<file path="src/sv/shcd_pkg.sv">
// Shared types and constants for the sync header command deframer.
package shcd_pkg;

  localparam int unsigned BYTE_W = 8;
  localparam int unsigned ACC_W  = 12;

  localparam logic [BYTE_W-1:0] SYNC_BYTE = 8'hFF;

  typedef logic [BYTE_W-1:0] byte_t;
  typedef logic signed [ACC_W-1:0] acc_t;

  typedef enum logic [3:0] {
    POS_HUNT_FIRST  = 4'd1,
    POS_HUNT_SECOND = 4'd2,
    POS_MODE        = 4'd3,
    POS_AUX_FIRST   = 4'd4,
    POS_AUX_SECOND  = 4'd5,
    POS_ANGLE       = 4'd6,
    POS_X_FIRST     = 4'd7,
    POS_X_SECOND    = 4'd8,
    POS_Y_FIRST     = 4'd9,
    POS_Y_SECOND    = 4'd10,
    POS_CHECK_HIGH  = 4'd11,
    POS_CHECK_LOW   = 4'd12
  } frame_pos_t;

  typedef struct packed {
    byte_t mode_byte;
    byte_t aux_first;
    byte_t aux_second;
    byte_t angle_byte;
    byte_t x_first;
    byte_t x_second;
    byte_t y_first;
    byte_t y_second;
  } frame_t;

endpackage

</file>
<file path="src/sv/shcd_in_if.sv">
// Input channel: one received serial byte per transaction.
interface shcd_in_if
  import shcd_pkg::*;
();
  logic  valid;
  logic  ready;
  byte_t rx_byte;

  modport source (output valid, output rx_byte, input ready);
  modport sink (input valid, input rx_byte, output ready);
endinterface

</file>
<file path="src/sv/shcd_out_if.sv">
// Result channel: one decoded command frame per transaction.
interface shcd_out_if
  import shcd_pkg::*;
();
  logic  valid;
  logic  ready;
  byte_t mode_byte;
  byte_t aux_first;
  byte_t aux_second;
  byte_t angle_byte;
  byte_t x_first;
  byte_t x_second;
  byte_t y_first;
  byte_t y_second;

  modport source (
    output valid, input ready,
    output mode_byte, output aux_first, output aux_second, output angle_byte,
    output x_first, output x_second, output y_first, output y_second
  );
  modport sink (
    input valid, output ready,
    input mode_byte, input aux_first, input aux_second, input angle_byte,
    input x_first, input x_second, input y_first, input y_second
  );
endinterface

</file>
<file path="src/sv/sync_header_command_deframer.sv">
// Sync header command deframer: byte-stream frame parser with check validation.
//
// Accepts one received byte per clock cycle. The parser hunts for two 0xFF
// sync bytes, then captures mode, two aux, angle, two X, two Y and two check
// bytes. A running signed sum is kept as bytes arrive, so the check on the last
// byte is one absolute value and a 16-bit compare. A good frame is presented on
// the result channel in the cycle after its last check byte is taken; a bad frame
// is dropped and the hunt restarts. The result sits in an output register;
// in_ch.ready drops only while the final check byte is expected and a previous
// result is still held and not being taken, so the block sustains one byte per
// cycle while results are taken.
module sync_header_command_deframer
  import shcd_pkg::*;
(
  input  logic        clk,
  input  logic        rst_n,
  shcd_in_if.sink     in_ch,
  shcd_out_if.source  out_ch
);

  frame_pos_t pos_r, pos_nxt;
  acc_t       acc_r, acc_nxt;
  frame_t     held_r, held_nxt;
  byte_t      check_high_r, check_high_nxt;
  frame_t     out_data_r;
  logic       out_valid_r, out_valid_nxt;

  logic        in_fire;
  logic        frame_good;
  logic [ACC_W-1:0] mag;
  byte_t       b;

  assign b        = in_ch.rx_byte;
  assign in_ch.ready = (pos_r != POS_CHECK_LOW) || !out_valid_r || out_ch.ready;
  assign in_fire  = in_ch.valid && in_ch.ready;
  assign mag      = acc_r[ACC_W-1] ? (~acc_r + ACC_W'(1)) : acc_r;

  always_ff @(posedge clk) begin
    if (!rst_n) begin
      pos_r       <= POS_HUNT_FIRST;
      out_valid_r <= 1'b0;
    end else begin
      pos_r       <= pos_nxt;
      out_valid_r <= out_valid_nxt;
    end
  end

  always_ff @(posedge clk) begin
    acc_r        <= acc_nxt;
    held_r       <= held_nxt;
    check_high_r <= check_high_nxt;
    if (frame_good) begin
      out_data_r <= held_r;
    end
  end

  always_comb begin
    pos_nxt        = pos_r;
    acc_nxt        = acc_r;
    held_nxt       = held_r;
    check_high_nxt = check_high_r;
    frame_good     = 1'b0;
    if (in_fire) begin
      case (pos_r)
        POS_HUNT_FIRST: begin
          pos_nxt = (b == SYNC_BYTE) ? POS_HUNT_SECOND : POS_HUNT_FIRST;
        end
        POS_HUNT_SECOND: begin
          pos_nxt = (b == SYNC_BYTE) ? POS_MODE : POS_HUNT_FIRST;
        end
        POS_MODE: begin
          held_nxt.mode_byte = b;
          acc_nxt = ACC_W'(1) - acc_t'({4'b0, b});
          pos_nxt = POS_AUX_FIRST;
        end
        POS_AUX_FIRST: begin
          held_nxt.aux_first = b;
          acc_nxt = acc_r - acc_t'({4'b0, b});
          pos_nxt = POS_AUX_SECOND;
        end
        POS_AUX_SECOND: begin
          held_nxt.aux_second = b;
          acc_nxt = acc_r - acc_t'({4'b0, b});
          pos_nxt = POS_ANGLE;
        end
        POS_ANGLE: begin
          held_nxt.angle_byte = b;
          acc_nxt = acc_r + acc_t'({4'b0, b});
          pos_nxt = POS_X_FIRST;
        end
        POS_X_FIRST: begin
          held_nxt.x_first = b;
          acc_nxt = acc_r + acc_t'({4'b0, b});
          pos_nxt = POS_X_SECOND;
        end
        POS_X_SECOND: begin
          held_nxt.x_second = b;
          acc_nxt = acc_r + acc_t'({4'b0, b});
          pos_nxt = POS_Y_FIRST;
        end
        POS_Y_FIRST: begin
          held_nxt.y_first = b;
          acc_nxt = acc_r + acc_t'({4'b0, b});
          pos_nxt = POS_Y_SECOND;
        end
        POS_Y_SECOND: begin
          held_nxt.y_second = b;
          acc_nxt = acc_r + acc_t'({4'b0, b});
          pos_nxt = POS_CHECK_HIGH;
        end
        POS_CHECK_HIGH: begin
          check_high_nxt = b;
          pos_nxt = POS_CHECK_LOW;
        end
        POS_CHECK_LOW: begin
          frame_good = ({4'b0, mag} == {check_high_r, b});
          pos_nxt = POS_HUNT_FIRST;
        end
        default: begin
          pos_nxt = (b == SYNC_BYTE) ? POS_HUNT_SECOND : POS_HUNT_FIRST;
        end
      endcase
    end
  end

  always_comb begin
    if (frame_good) begin
      out_valid_nxt = 1'b1;
    end else if (out_ch.ready) begin
      out_valid_nxt = 1'b0;
    end else begin
      out_valid_nxt = out_valid_r;
    end
  end

  assign out_ch.valid      = out_valid_r;
  assign out_ch.mode_byte  = out_data_r.mode_byte;
  assign out_ch.aux_first  = out_data_r.aux_first;
  assign out_ch.aux_second = out_data_r.aux_second;
  assign out_ch.angle_byte = out_data_r.angle_byte;
  assign out_ch.x_first    = out_data_r.x_first;
  assign out_ch.x_second   = out_data_r.x_second;
  assign out_ch.y_first    = out_data_r.y_first;
  assign out_ch.y_second   = out_data_r.y_second;

  a_result_from_check_low: assert property (@(posedge clk) disable iff (!rst_n)
    $rose(out_valid_r) |-> $past(in_fire && pos_r == POS_CHECK_LOW))
    else $error("result raised without a final check byte");

  a_return_to_hunt: assert property (@(posedge clk) disable iff (!rst_n)
    (in_fire && pos_r == POS_CHECK_LOW) |=> (pos_r == POS_HUNT_FIRST))
    else $error("parser did not return to sync hunt after check");

  a_pos_holds_when_idle: assert property (@(posedge clk) disable iff (!rst_n)
    !in_fire |=> $stable(pos_r))
    else $error("frame position moved without a transaction");

endmodule
</file>
<file path="src/flat_wrapper.sv">
// flat-port wrapper written by rule: the top's interface ports become plain ports
module sync_header_command_deframer_flat import shcd_pkg::*;
  (clk, rst_n, in_ch_valid, in_ch_rx_byte, in_ch_ready, out_ch_valid, out_ch_ready, out_ch_mode_byte, out_ch_aux_first, out_ch_aux_second, out_ch_angle_byte, out_ch_x_first, out_ch_x_second, out_ch_y_first, out_ch_y_second);
  shcd_in_if in_ch_i ();
  shcd_out_if out_ch_i ();
  input  logic clk;
  input  logic rst_n;
  input wire logic [$bits(in_ch_i.valid)-1:0] in_ch_valid;
  input wire logic [$bits(in_ch_i.rx_byte)-1:0] in_ch_rx_byte;
  output wire logic [$bits(in_ch_i.ready)-1:0] in_ch_ready;
  output wire logic [$bits(out_ch_i.valid)-1:0] out_ch_valid;
  input wire logic [$bits(out_ch_i.ready)-1:0] out_ch_ready;
  output wire logic [$bits(out_ch_i.mode_byte)-1:0] out_ch_mode_byte;
  output wire logic [$bits(out_ch_i.aux_first)-1:0] out_ch_aux_first;
  output wire logic [$bits(out_ch_i.aux_second)-1:0] out_ch_aux_second;
  output wire logic [$bits(out_ch_i.angle_byte)-1:0] out_ch_angle_byte;
  output wire logic [$bits(out_ch_i.x_first)-1:0] out_ch_x_first;
  output wire logic [$bits(out_ch_i.x_second)-1:0] out_ch_x_second;
  output wire logic [$bits(out_ch_i.y_first)-1:0] out_ch_y_first;
  output wire logic [$bits(out_ch_i.y_second)-1:0] out_ch_y_second;
  assign in_ch_i.valid = in_ch_valid;
  assign in_ch_i.rx_byte = in_ch_rx_byte;
  assign in_ch_ready = in_ch_i.ready;
  assign out_ch_valid = out_ch_i.valid;
  assign out_ch_i.ready = out_ch_ready;
  assign out_ch_mode_byte = out_ch_i.mode_byte;
  assign out_ch_aux_first = out_ch_i.aux_first;
  assign out_ch_aux_second = out_ch_i.aux_second;
  assign out_ch_angle_byte = out_ch_i.angle_byte;
  assign out_ch_x_first = out_ch_i.x_first;
  assign out_ch_x_second = out_ch_i.x_second;
  assign out_ch_y_first = out_ch_i.y_first;
  assign out_ch_y_second = out_ch_i.y_second;
  sync_header_command_deframer u_core (.clk(clk), .rst_n(rst_n), .in_ch(in_ch_i), .out_ch(out_ch_i));
endmodule
</file>
<file path="config.mk">
export PLATFORM = sky130hd
export DESIGN_NAME = sync_header_command_deframer_flat
export DESIGN_NICKNAME = d
export VERILOG_FILES = /design/src/sv/shcd_pkg.sv /design/src/sv/shcd_in_if.sv /design/src/sv/shcd_out_if.sv /design/src/sv/sync_header_command_deframer.sv /design/src/flat_wrapper.sv
export SDC_FILE = /design/constraint.sdc
export NUM_CORES = 1
export LEC_CHECK = 0
export BUFFER_PORTS_ARGS = -buffer_cell sky130_fd_sc_hd__clkbuf_2
export CAP_MARGIN = 10
export CORE_ASPECT_RATIO = 1.75
export CORE_MARGIN = 4
export CORE_UTILIZATION = 45
export CTS_CLUSTER_DIAMETER = 150
export DETAILED_ROUTE_END_ITERATION = 10
export SYNTH_ARGS = -nofsm -noshare
export SYNTH_HDL_FRONTEND = slang
export SYNTH_SLANG_ARGS = --single-unit
</file>
<file path="constraint.sdc">
create_clock -name clk -period 9 [get_ports clk]
set_input_delay 0.45 -clock clk [delete_from_list [all_inputs] [get_ports clk]]
set_output_delay 0.45 -clock clk [all_outputs]
set_load 0.02 [all_outputs]
</file>
# Word level (Yosys, flattened, before mapping)
# Cells that the tools add are included.
# totals
reg_bits,153
in_bits,12
output_inout_bits,66
word_cells,66
# op_classes
n_addsub,4
eq_ne,14
n_mux,9
n_bitwise,1
n_reduce_logical,18
# op_table
op,n
$pmux 4 s11,1
$pmux 12 s3,1
$eq 4x4->1 const B,5
$reduce_and 2->1,10
$eq 12x16->1,1
$eq 4x3->1 const B,4
$add 12x2->12 const B,1
$add 12x9->12,1
$mux 12,1
$not 12->12,1
$sub 12x9->12,1
$sub 1x8->9 const A,1
$eq 4x2->1 const B,2
$eq 8x8->1 const B,1
$reduce_or 5->1,1
$mux 1,4
$mux 2,2
$ne 4x4->1 const B,1
$reduce_bool 3->1,1
$logic_or 1x1->1,2
$reduce_bool 2->1,1
$reduce_or 2->1,1
$logic_and 1x1->1,1
$logic_not 1->1,1

# Longest topological paths before layout
# Gate-level depths: netlist of run 1.
# depth
depth_word,7
mapped_depth,13
depth_no_buf,13

# Least setup slack after synthesis of run 1
# No wires, ideal clock.
# synth_path
kind,flip-flop to flip-flop
start,register u_core.acc_r[5]
end,"register u_core.out_data_r, in the netlist u_core.out_ch.angle_byte[0], enable pin"
t_arrival_ns,3.265
required_ns,8.572
path_slack_ns,5.307
stages_incl_launch_ff,7
n_path_buf,1
period_less_slack_ns,3.693
cell_sequence,edfxtp_1 -> or4_1 -> buf_2 -> nor4_1 -> mux2i_1 -> nor4_1 -> and4_1
# synth_via
elab_chain_cells,6
# synth_rtl
item,line,rtl
from (decl),sync_header_command_deframer.sv:22,"acc_t acc_r, acc_nxt;"
from (signal assigned),sync_header_command_deframer.sv:49,acc_r <= acc_nxt;
$not 12->12,sync_header_command_deframer.sv:36,assign mag = acc_r[ACC_W-1] ? (~acc_r + ACC_W'(1)) : acc_r;
$add 12x2->12,sync_header_command_deframer.sv:36,
$mux 12 (*),sync_header_command_deframer.sv:36,
$eq 12x16->1 (*),sync_header_command_deframer.sv:116,"frame_good = ({4'b0, mag} == {check_high_r, b});"
$mux 1 (*),sync_header_command_deframer.sv:64,case (pos_r)
$mux 1 (*),sync_header_command_deframer.sv:63,if (in_fire) begin
named net u_core.frame_good,sync_header_command_deframer.sv:29,logic frame_good;
to (signal assigned),sync_header_command_deframer.sv:53,out_data_r <= held_r;
to (decl),sync_header_command_deframer.sv:25,frame_t out_data_r;
# Mark *: on every way through the listed nets, which the timed path passes. The rest lies on a longest branch.
# A chain may end at the register's enable or synchronous reset.

# Final worst setup path of run 1
# layout_path
start,register u_core.pos_r[0]
end,register u_core.acc_r[10] (data pin)
# layout_via
elab_chain_cells,3
elab_cells_between_ends,11
classes_between,eq/ne: 8; mux: 1; reduce/logical: 2
# layout_rtl
item,line,rtl
from (decl),sync_header_command_deframer.sv:21,"frame_pos_t pos_r, pos_nxt;"
from (signal assigned),sync_header_command_deframer.sv:43,pos_r <= pos_nxt;
$eq 4x3->1 or $eq 4x4->1 (tied branches),sync_header_command_deframer.sv:64,
$reduce_or 5->1 (no line) or $reduce_or 2->1 (tied branches),--,
$pmux 12 s3 (*),sync_header_command_deframer.sv:64,
# Mark *: on every way between the ends. The rest lies on a longest branch, timed or not.

==> run_results.csv, run 1 <==
group,metric,value,unit
setup_path,end_kind,"register",
timing,hold_viol_final,0,
synthesis,yosysUniqueCellTypes,47,
final_layout,mostFrequentLayoutCell,"edfxtp_1",
floorplanning,num_rows,56,
timing,max_slew.worst_pin.slew,1.22,ns
global_route,grt_pass1_vias,3393,
clocking,cts_root_buffer,"clkbuf_16",
synthesis,synth_cells,394,
detailed_routing,viasPerCell,5.17,
final_layout,final_cell_mix,"148 x edfxtp_1, 77 x clkbuf_2, 21 x a21oi_1, 20 x xnor2_1, 19 x nand2_1",
global_route,grt_max_degree,66,
synthesis,synth-seq-cells,153,
run,cap_violations,0,
setup_path,path_max_fanout,16,
detailed_routing,wl_per_cell,17.7,um
clocking,cts_tree,"yes",
placed_design,dpl-instance-area,0.00671,mm^2
pwr,power_leakage,2.61,nW
synthesis,synth_seq_area_share,73.9,%
clocking,ctsResizeCount,0,
clocking,clkTransAtPathRegs,0.06,ns
timing,fin_crit_sh,41.1,%
timing,whs,0.275,ns
global_route,grt_util_all_layers,15.6,%
detailed_routing,dr.first_iter.drc_count,172,
placed_design,place.detailed.hpwl,8240,um
placed_design,io_buffers,77,
floorplanning,core_area,0.0134,mm^2
final_layout,area_delta_synth_final,19.2,%
detailed_routing,drt_wl_total,11800,um
placed_design,gp_congestion,0.779,
global_route,grt_first_pass_wirelength,17700,um
floorplanning,die-area,0.0157,mm^2
detailed_routing,drc,0,
floorplanning,dieWidth,96.3,um
setup_path,worst-setup-path-type,"register to register",
setup_path,reg2reg_setup_slack,5.30,ns
clocking,clkSinkCount,153,
timing,period_minus_slack,3.70,ns
detailed_routing,dr.pass1.iters,4,
timing,rsz0062_at_grt,"no",
global_route,antenna_found_initial,0,
status,status,"completed",
synthesis,yosysWarnings,0,
final_layout,antennaDiodeCount,0,
floorplanning,die_h,163,um
timing,timing.slew.headroom,18.1,%
detailed_routing,via_count,3435,
final_layout,multi_input_area,0.00150,mm^2
pwr,ir_worst_vdd,129,uV
timing,slew_violations,0,
global_route,overflow,0,
final_layout,drive_gt1_share,24.6,%
clocking,holdBufCountCts,0,
clocking,insertion_delay,0.40,ns
min_path,holdCritPathClass,"input pin to register",
pwr,p_per_area,217,mW/mm^2
clocking,cts_setup_buffers,0,
detailed_routing,drtAntennaViolNets,0,
final_layout,layout.nets,508,
clocking,cts_made_buffers,17,
timing,finalClockSkew,0.00785,ns
setup_path,worst-endpoint-arrival,3.83,ns
synthesis,synthesis.area,0.00615,mm^2
timing,tns,0,ns
setup_path,critPathLaunchType,"register",
floorplanning,io-pin-count,78,
synthesis,synth_fp_nets,424,
synthesis,avgSynthCellArea,15.6,um^2
final_layout,nFillCells,1101,
final_layout,final_cell_area,0.00732,mm^2
synthesis,async_flop_share,0,%
timing,fmax,270,MHz
floorplanning,initial_core_util,45.9,%
setup_path,cp.required,9.12,ns
clocking,h-tree-depth,4,
clocking,clockBufferDepth,2,
synthesis,synth_flop_cell,"edfxtp_1",
timing,setup-violations-final,0,
final_layout,seqCellArea,0.00454,mm^2
synthesis,synth-edff-count,148,
-- where the power goes --
group | total, W | switching, W | internal, W
registers | 0.000790 | 0.00000735 | 0.000783
logic | 0.0000841 | 0.0000509 | 0.0000333
clock network | 0.000712 | 0.000291 | 0.000421
-- metrics by stage --
| stage | power (W) | instances | setup slack (ns) | utilization [%] |
|---|---|---|---|---|
| 3_3_place_gp | 0.000888 | 632 | 5.17 | 50.1 |
| 5_1_grt | 0.00164 | 665 | 4.95 | 54.7 |
| 4_1_cts | 0.00160 | 664 | 5.29 | 54.7 |
| 2_1_floorplan | 0.000865 | 394 | 5.31 | - |
| 6_report | 0.00159 | 665 | 5.30 | 54.7 |
| 3_5_place_dp | 0.000890 | 632 | 5.09 | 50.1 |
-- final timing paths --
kind,startpoint,end,cells past startpoint
setup / recovery,u_core.pos_r[0],u_core.acc_r[10],10
hold / removal,rst_n,u_core.pos_r[0],2
setup reg to reg,u_core.pos_r[0],u_core.acc_r[10],10
hold reg to reg,u_core.held_r[45],u_core.out_ch.aux_second[5],0
-- sequential cells by signal, indices dropped and copies added (netlist names) --
signal	cells
u_core.held_r	64
u_core.acc_r	12
u_core.check_high_r	8
u_core.out_ch.angle_byte	8
u_core.out_ch.aux_first	8
u_core.out_ch.aux_second	8
u_core.out_ch.mode_byte	8
u_core.out_ch.x_first	8
u_core.out_ch.x_second	8
u_core.out_ch.y_first	8
u_core.out_ch.y_second	8
u_core.pos_r	4
u_core.out_ch.valid	1
-- metal layers --
| metal | GRT usage [%] | vias to the layer above | share of wire (%) |
|---|---|---|---|
| li1 | - | 1674 | - |
| met1 | 16.7 | 1661 | 38 |
| met2 | 28.6 | 86 | 56 |
| met3 | 2.77 | 14 | 3.7 |
| met4 | 7.34 | 0 | 1.9 |
| met5 | 0 | - | 0 |
-- cell usage after synthesis, drive strengths merged, types with 6 or more instances --
cell    instances  area [um^2]
xnor2          20          175
nor2           18         67.6
nor3            6         30.0
a21oi          21          105
nand3           6         30.0
inv            10         37.5
o21ai          13         65.1
clkbuf         15         56.3
ha             17          213
xor2           15          131
nor2b           6         37.5
edfxtp        148         4440
nand2          19         71.3
-- critical path, cell delays in order, from the launching register on --
cell and delay (ns):
dfxtp_1 0.45, a21oi_1 0.31, a22o_1 0.40, mux2_2 0.41, fa_1 0.44, a21o_1 0.19, a221oi_1 0.42, o21ai_0 0.23
a221oi_1 0.33, xor2_1 0.17, o21ai_0 0.08
-- cell type report --
type / instances / area share (%)
well taps: 174 / 2.97
repair buffers: 81 / 5.64
multi-input cells: 215 / 20.5
inverters: 10 / 0.512
clock buffers: 18 / 5.86
clock inverters: 14 / 2.44
flip-flops and latches: 153 / 62.0
-- logic make-up (layout without fill, tap and decap cells) --
group / count (synthesis) / count (layout) / share of synthesized area (%)
flip-flops: 153 / 153 / 73.9
AND/OR/NAND/NOR: 86 / 86 / 7.17
AO/OA/AOI/OAI: 72 / 72 / 7.84
XOR/XNOR: 35 / 35 / 4.99
buffers and inverters: 26 / 123 / 1.61
adder cells (fa/ha/maj): 18 / 18 / 3.79
multiplexers: 4 / 4 / 0.672
Note: power is estimated with default switching activity, not from simulation.
==> inputs of run 2 (changes only) <==
Settings changed: ABC_AREA set to 1.
Clock period 9 ns to 3.5 ns, I/O delays scaled along.
==> run_results.csv, run 2 <==
group,metric,value,unit
clocking,ctsResizeCount,0,
status,status,"completed",
final_layout,drive_gt1_share,22.9,%
floorplanning,die-area,0.0161,mm^2
pwr,p_int,0.00310,W
placed_design,post-place-ws,0.525,ns
clocking,cts_made_buffers,17,
synthesis,yosysWarnings,0,
timing,setup-violations-final,0,
global_route,grt_first_pass_wirelength,21800,um
synthesis,synth-xor-area-share,2.76,%
synthesis,synth-edff-count,148,
detailed_routing,drtAntennaViolNets,0,
synthesis,synth_most_common_cell,"edfxtp_1",
final_layout,largest_reg_flops,64,
setup_path,worst-setup-path-type,"register to register",
global_route,antenna_found_initial,0,
pwr,power_leakage,2.95,nW
final_layout,area_delta_synth_final,19.6,%
timing,timing.slew.headroom,34.1,%
global_route,grt_util_all_layers,18.0,%
timing,period_minus_slack,2.83,ns
synthesis,synth_top_area_share,70.1,%
setup_path,critPathLaunchType,"register",
timing,hold_viol_final,0,
synthesis,synth_fp_nets,522,
timing,setup_ws,0.673,ns
detailed_routing,dr.first_iter.drc_count,259,
final_layout,largest_registers,"u_core.held_r x64, u_core.acc_r x12",
pwr,p_per_area,533,mW/mm^2
clocking,clkTransAtPathRegs,0.06,ns
clocking,insertion_delay,0.41,ns
setup_path,worst-endpoint-arrival,2.98,ns
synthesis,yosys.area_share.simple,11.9,%
synthesis,synth_top_family_by_area,"simple AND/OR/NAND/NOR gates",
setup_path,cp.required,3.66,ns
timing,fmax,354,MHz
setup_path,path_max_fanout,9,
synthesis,yosysUniqueCellTypes,37,
timing,rsz0062_at_grt,"no",
detailed_routing,drc,0,
timing,fin_crit_sh,80.8,%
final_layout,top_register,"u_core.held_r",
synthesis,async_flop_share,0,%
global_route,overflow,0,
synthesis,avgSynthCellArea,12.9,um^2
final_layout,layout.nets,625,
synthesis,synth_seq_area_share,71.7,%
synthesis,synth-adder-area-share,3.67,%
final_layout,nFillCells,1213,
detailed_routing,viasPerCell,5.10,
global_route,grt_pass1_vias,4160,
detailed_routing,dr.pass1.iters,5,
clocking,holdBufCountCts,0,
detailed_routing,via_count,3995,
floorplanning,io-pin-count,78,
timing,tns,0,ns
placed_design,io_buffers,77,
detailed_routing,drt_wl_total,14000,um
clocking,clkSinkCount,153,
synthesis,synth-seq-cells,153,
run,cap_violations,0,
placed_design,gp_congestion,0.875,
pwr,ir_worst_vdd,300,uV
final_layout,mostFrequentLayoutCell,"edfxtp_1",
floorplanning,core_area,0.0138,mm^2
clocking,h-tree-depth,4,
pwr,seqPwrFrac,50.1,%
floorplanning,initial_core_util,45.8,%
timing,max_slew.worst_pin.slew,0.981,ns
clocking,cts_tree,"yes",
synthesis,yosys.area.top_type,"edfxtp_1",
global_route,grt_max_degree,33,
synthesis,synth_mux_area_share,0,%
synthesis,synth_cells,492,
clocking,cts_setup_buffers,0,
floorplanning,num_rows,57,
synthesis,synth_flop_cell,"edfxtp_1",
detailed_routing,wl_per_cell,17.8,um
min_path,holdCritPathClass,"input pin to register",
clocking,cts_root_buffer,"clkbuf_16",
final_layout,final_cell_mix,"148 x edfxtp_1, 81 x nand2_1, 77 x clkbuf_2, 52 x inv_1, 43 x nor2_1",
pwr,p_clk_share,44.0,%
pwr,sw_frac_of_total,23.4,%
synthesis,synth-compound-area-share,5.82,%
final_layout,antennaDiodeCount,0,
timing,finalClockSkew,0.00972,ns
floorplanning,dieWidth,97.7,um
synthesis,synthTopCellsByArea,"edfxtp_1 70%, nand2_1 4.8%, ha_1 3.4%, inv_1 3.1%, nor2_1 2.5%",
placed_design,dpl-instance-area,0.00700,mm^2
synthesis,synthesis.area,0.00634,mm^2
placed_design,place.detailed.hpwl,10300,um
final_layout,final_cell_area,0.00758,mm^2
setup_path,end_kind,"register",
pwr,switchingPower,0.000945,W
floorplanning,die_h,165,um
clocking,clockBufferDepth,2,
timing,slew_violations,0,
pwr,comb_power_share,5.9,%
synthesis,ys_top_cells_by_count,"148 x edfxtp_1, 81 x nand2_1, 53 x inv_1, 43 x nor2_1, 27 x o21ai_0",
run 2: changes by cell type after synthesis, moves of 5 or more:
cell / previous run / this run
clkbuf_1: 15 / 0
inv_1: 10 / 53
inv_2: 0 / 5
nand2_1: 19 / 81
nand3_1: 6 / 24
nor2_1: 18 / 43
nor2b_1: 6 / 0
o21a_1: 5 / 0
o21ai_0: 13 / 27
xnor2_1: 20 / 6
run 2: routing by layer:
layer  global-route usage [%]  vias up  wire length, um
met5                        0        -                0
met4                     8.25        0              484
met3                     4.02       32              522
met2                     35.7      119             8020
met1                     17.4     1923             4930
li1                         -     1921                -
run 2: power by group through the flow:
| stage | clock network [W] | registers (W) | logic, W |
|---|---|---|---|
| 4_1_cts | 0.00181 | 0.00202 | 0.000240 |
| 3_5_place_dp | 0 | 0.00206 | 0.000239 |
| 6_report | 0.00178 | 0.00202 | 0.000240 |
| 5_1_grt | 0.00190 | 0.00202 | 0.000269 |
| 2_1_floorplan | 0 | 0.00206 | 0.000155 |
| 3_3_place_gp | 0 | 0.00206 | 0.000237 |
run 2: final timing paths:
path                           from                     endpoint  slack, ns  cells after the start
setup / recovery    u_core.pos_r[3]              u_core.acc_r[9]       0.67                     14
hold / removal                rst_n              u_core.pos_r[2]       0.03                      3
setup reg to reg    u_core.pos_r[3]              u_core.acc_r[9]       0.67                     14
hold reg to reg   u_core.held_r[38]  u_core.out_ch.angle_byte[6]       0.41                      0
run 2: metrics by stage:
stage	utilization, %	hold slack (ns)	std cells	power, W
final	54.8	0.0300	784	0.00404
after global routing	54.8	0.0380	784	0.00419
after CTS	54.8	0.0171	784	0.00408
after detailed placement	50.6	0.405	753	0.00230
after global placement	50.6	0.401	753	0.00230
after floorplan	-	0.274	492	0.00221
run 2: cell type report:
type / instances / area (um^2) / share of cell area [%]
clock buffers: 17 / 425 / 5.61
clock inverters: 14 / 154 / 2.03
inverters: 60 / 228 / 3.00
well taps: 177 / 221 / 2.92
multi-input cells: 276 / 1540 / 20.3
flip-flops and latches: 153 / 4540 / 59.9
repair buffers: 87 / 473 / 6.24
run 2: critical path, stage by stage, from the launching register on:
cell and delay (ns):
dfxtp_1 0.43, inv_1 0.10, nor2_2 0.18, nand2_2 0.11, o21ai_4 0.15, nor2_1 0.09
xor2_1 0.14, inv_1 0.06, ha_1 0.35, a21oi_1 0.21, nand2_1 0.17, a21oi_1 0.24
o21bai_1 0.11, o21ai_0 0.15, nand2_1 0.09
run 2: cell families (layout without fill, tap and decap cells):
kind of cell / after synthesis / in the layout
buffers and inverters: 63 / 178
adder cells (fa/ha/maj): 18 / 18
AND/OR/NAND/NOR: 173 / 173
flip-flops: 153 / 153
XOR/XNOR: 20 / 20
AO/OA/AOI/OAI: 65 / 65
==> inputs of run 3 (changes only) <==
Settings changed: PLACE_DENSITY set to 0.67.
Clock period 3.5 ns to 2.44 ns, I/O delays scaled along.
==> run_results.csv, run 3 (synthesized netlist as in run 2, its figures left out) <==
group,metric,value,unit
setup_path,end_kind,"register",
setup_path,endpoint,"u_core.acc_r[10]",
floorplanning,num_rows,57,
setup_path,worst-endpoint-arrival,2.63,ns
floorplanning,initial_core_util,45.8,%
final_layout,largest_registers,"u_core.held_r x64, u_core.acc_r x12",
timing,fmax,409,MHz
detailed_routing,drt_wl_total,15400,um
detailed_routing,drc,0,
setup_path,critPathLaunchType,"register",
clocking,cts_made_buffers,17,
timing,tns,-0.00771,ns
floorplanning,dieWidth,97.7,um
final_layout,largest_reg_flops,64,
timing,timing.slew.headroom,48.5,%
timing,whs,0.0167,ns
final_layout,top_register,"u_core.held_r",
pwr,power_leakage,3.35,nW
timing,setup-violations-final,1,
detailed_routing,wl_per_cell,18.0,um
global_route,grt_pass1_vias,4438,
setup_path,reg2reg_setup_slack,-0.008,ns
detailed_routing,dr.pass1.iters,5,
clocking,clkSinkCount,153,
floorplanning,io-pin-count,78,
final_layout,mostFrequentLayoutCell,"edfxtp_1",
final_layout,nFillCells,1082,
status,status,"finished, violations left",
global_route,antenna_found_initial,0,
placed_design,gp_congestion,0.921,
setup_path,worst-path-stages,15,
timing,hold_viol_final,0,
timing,period_minus_slack,2.45,ns
timing,rsz0062_at_grt,"yes",
setup_path,rr_endpoint,"u_core.acc_r[10]",
final_layout,antennaDiodeCount,0,
clocking,clkTransAtPathRegs,0.07,ns
detailed_routing,viasPerCell,5.17,
setup_path,worstSetupStartpoint,"u_core.pos_r[2]",
setup_path,reg2reg_from,"u_core.pos_r[2]",
floorplanning,core_area,0.0138,mm^2
floorplanning,die_h,165,um
final_layout,multi_input_area,0.00184,mm^2
final_layout,seqCellArea,0.00455,mm^2
setup_path,critPathMaxStageDelay,0.37,ns
run,cap_violations,0,
detailed_routing,dr.first_iter.drc_count,253,
setup_path,r2r_cells,15,
pwr,ir_worst_vdd,465,uV
setup_path,worst-setup-path-type,"register to register",
floorplanning,die-area,0.0161,mm^2
detailed_routing,drtAntennaViolNets,0,
timing,fin_crit_sh,100,%
setup_path,path_cells,"buf_4 > nor2_2 > nand2_2 > o21ai_4 > buf_6 > nor2_1 > xor2_1 > ha_1 > nand2_1 > nor3_2 > nand3_1 > nand3_1 > a21oi_1 > o21ai_1 > nand2_1",
setup_path,path_max_fanout,6,
timing,max_slew.worst_pin.slew,0.770,ns
placed_design,post-place-ws,-0.256,ns
setup_path,slowest_stage,"ha_1",
clocking,h-tree-depth,4,
clocking,cts_tree,"yes",
final_layout,layout.nets,697,
setup_path,worst-path-buf-inv,2,
placed_design,place.detailed.hpwl,11100,um
clocking,cts_root_buffer,"clkbuf_16",
global_route,grt_first_pass_wirelength,23400,um
final_layout,final_cell_mix,"148 x edfxtp_1, 77 x clkbuf_2, 73 x nand2_1, 73 x buf_4, 47 x inv_1",
timing,setup_ws,-0.00771,ns
final_layout,drive_gt1_share,38.7,%
detailed_routing,via_count,4432,
min_path,holdCritPathClass,"input pin to register",
clocking,clockBufferDepth,2,
global_route,grt_max_degree,34,
global_route,overflow,0,
final_layout,fin_util,61.6,%
pwr,power,0.00606,W
final_layout,area_delta_synth_final,34.5,%
timing,slew_violations,0,
setup_path,crit_family,"simple AND/OR/NAND/NOR gates",
setup_path,cp.required,2.62,ns
pwr,p_per_area,711,mW/mm^2
global_route,grt_util_all_layers,19.4,%
timing,finalClockSkew,0.0104,ns
clocking,insertion_delay,0.43,ns
status,violations,"setup timing",
placed_design,io_buffers,77,
## run 3: cell types whose count changed in the layout (fill, tap and decap cells not counted), sizes merged
cell,delta
clkinvlp,+1
dlygate4sd3,+2
clkinv,-1
clkbuf,+2
inv,+1
buf,+68
## run 3: metal layers
metal | up-vias | global-route usage [%] | routed length [um]
li1 | 2074 | - | -
met1 | 2143 | 19.5 | 5470
met2 | 165 | 36.2 | 8450
met3 | 50 | 3.93 | 656
met4 | 0 | 12.0 | 824
met5 | - | 0 | 0
## run 3: cell type report
| type | count | share of cell area, % |
|---|---|---|
| clock buffers | 17 | 4.99 |
| clock inverters | 15 | 2.08 |
| inverters | 60 | 2.77 |
| multi-input cells | 276 | 21.6 |
| flip-flops and latches | 153 | 53.3 |
| well taps | 177 | 2.60 |
| repair buffers | 159 | 12.6 |
## run 3: metrics by stage
stage | cell area, um^2 | std cells
global route | 8530 | 857
finish | 8530 | 857
detailed placement | 7490 | 812
floorplan | 6380 | 492
global placement | 7490 | 812
CTS | 8190 | 846
## run 3: worst reg2reg max path, delay by kind of cell, from the launching register on
kind | cells | cell delay (ns)
buffers and inverters | 2 | 0.28
DFF | 1 | 0.33
AOI/OAI and AO/OA | 3 | 0.30
and+or+nand+nor | 8 | 0.80
adders and majority gates | 1 | 0.37
xor gates and xnor gates | 1 | 0.15
## run 3: how the worst min path moves through the flow
stage / slack, ns / depth (start not counted) / startpoint / endpoint
2_1_floorplan: 0.22 / 0 / in_ch_rx_byte[0] / u_core.check_high_r[0]
4_1_cts: 0.01 / 2 / in_ch_rx_byte[5] / u_core.check_high_r[5]
3_5_place_dp: 0.40 / 0 / u_core.held_r[45] / u_core.out_ch.aux_second[5]
5_1_grt: 0.02 / 2 / in_ch_rx_byte[5] / u_core.check_high_r[5]
6_report: 0.02 / 2 / in_ch_rx_byte[5] / u_core.check_high_r[5]
3_3_place_gp: 0.40 / 0 / u_core.held_r[31] / u_core.out_ch.x_first[7]
## run 3: power breakdown
group          switching, W  internal [W]
sequential        0.0000143       0.00288
clock               0.00116       0.00147
combinational      0.000309      0.000224
## run 3: timing repair
action                     in CTS  in global routing
setup endpoints to repair       9                 68
hold endpoints to repair        3                  0
setup buffers                   0                  9
gates resized for setup        23                 45
gates cloned                    0                  3
hold buffers                    2                  0
pin swaps                       5                 24
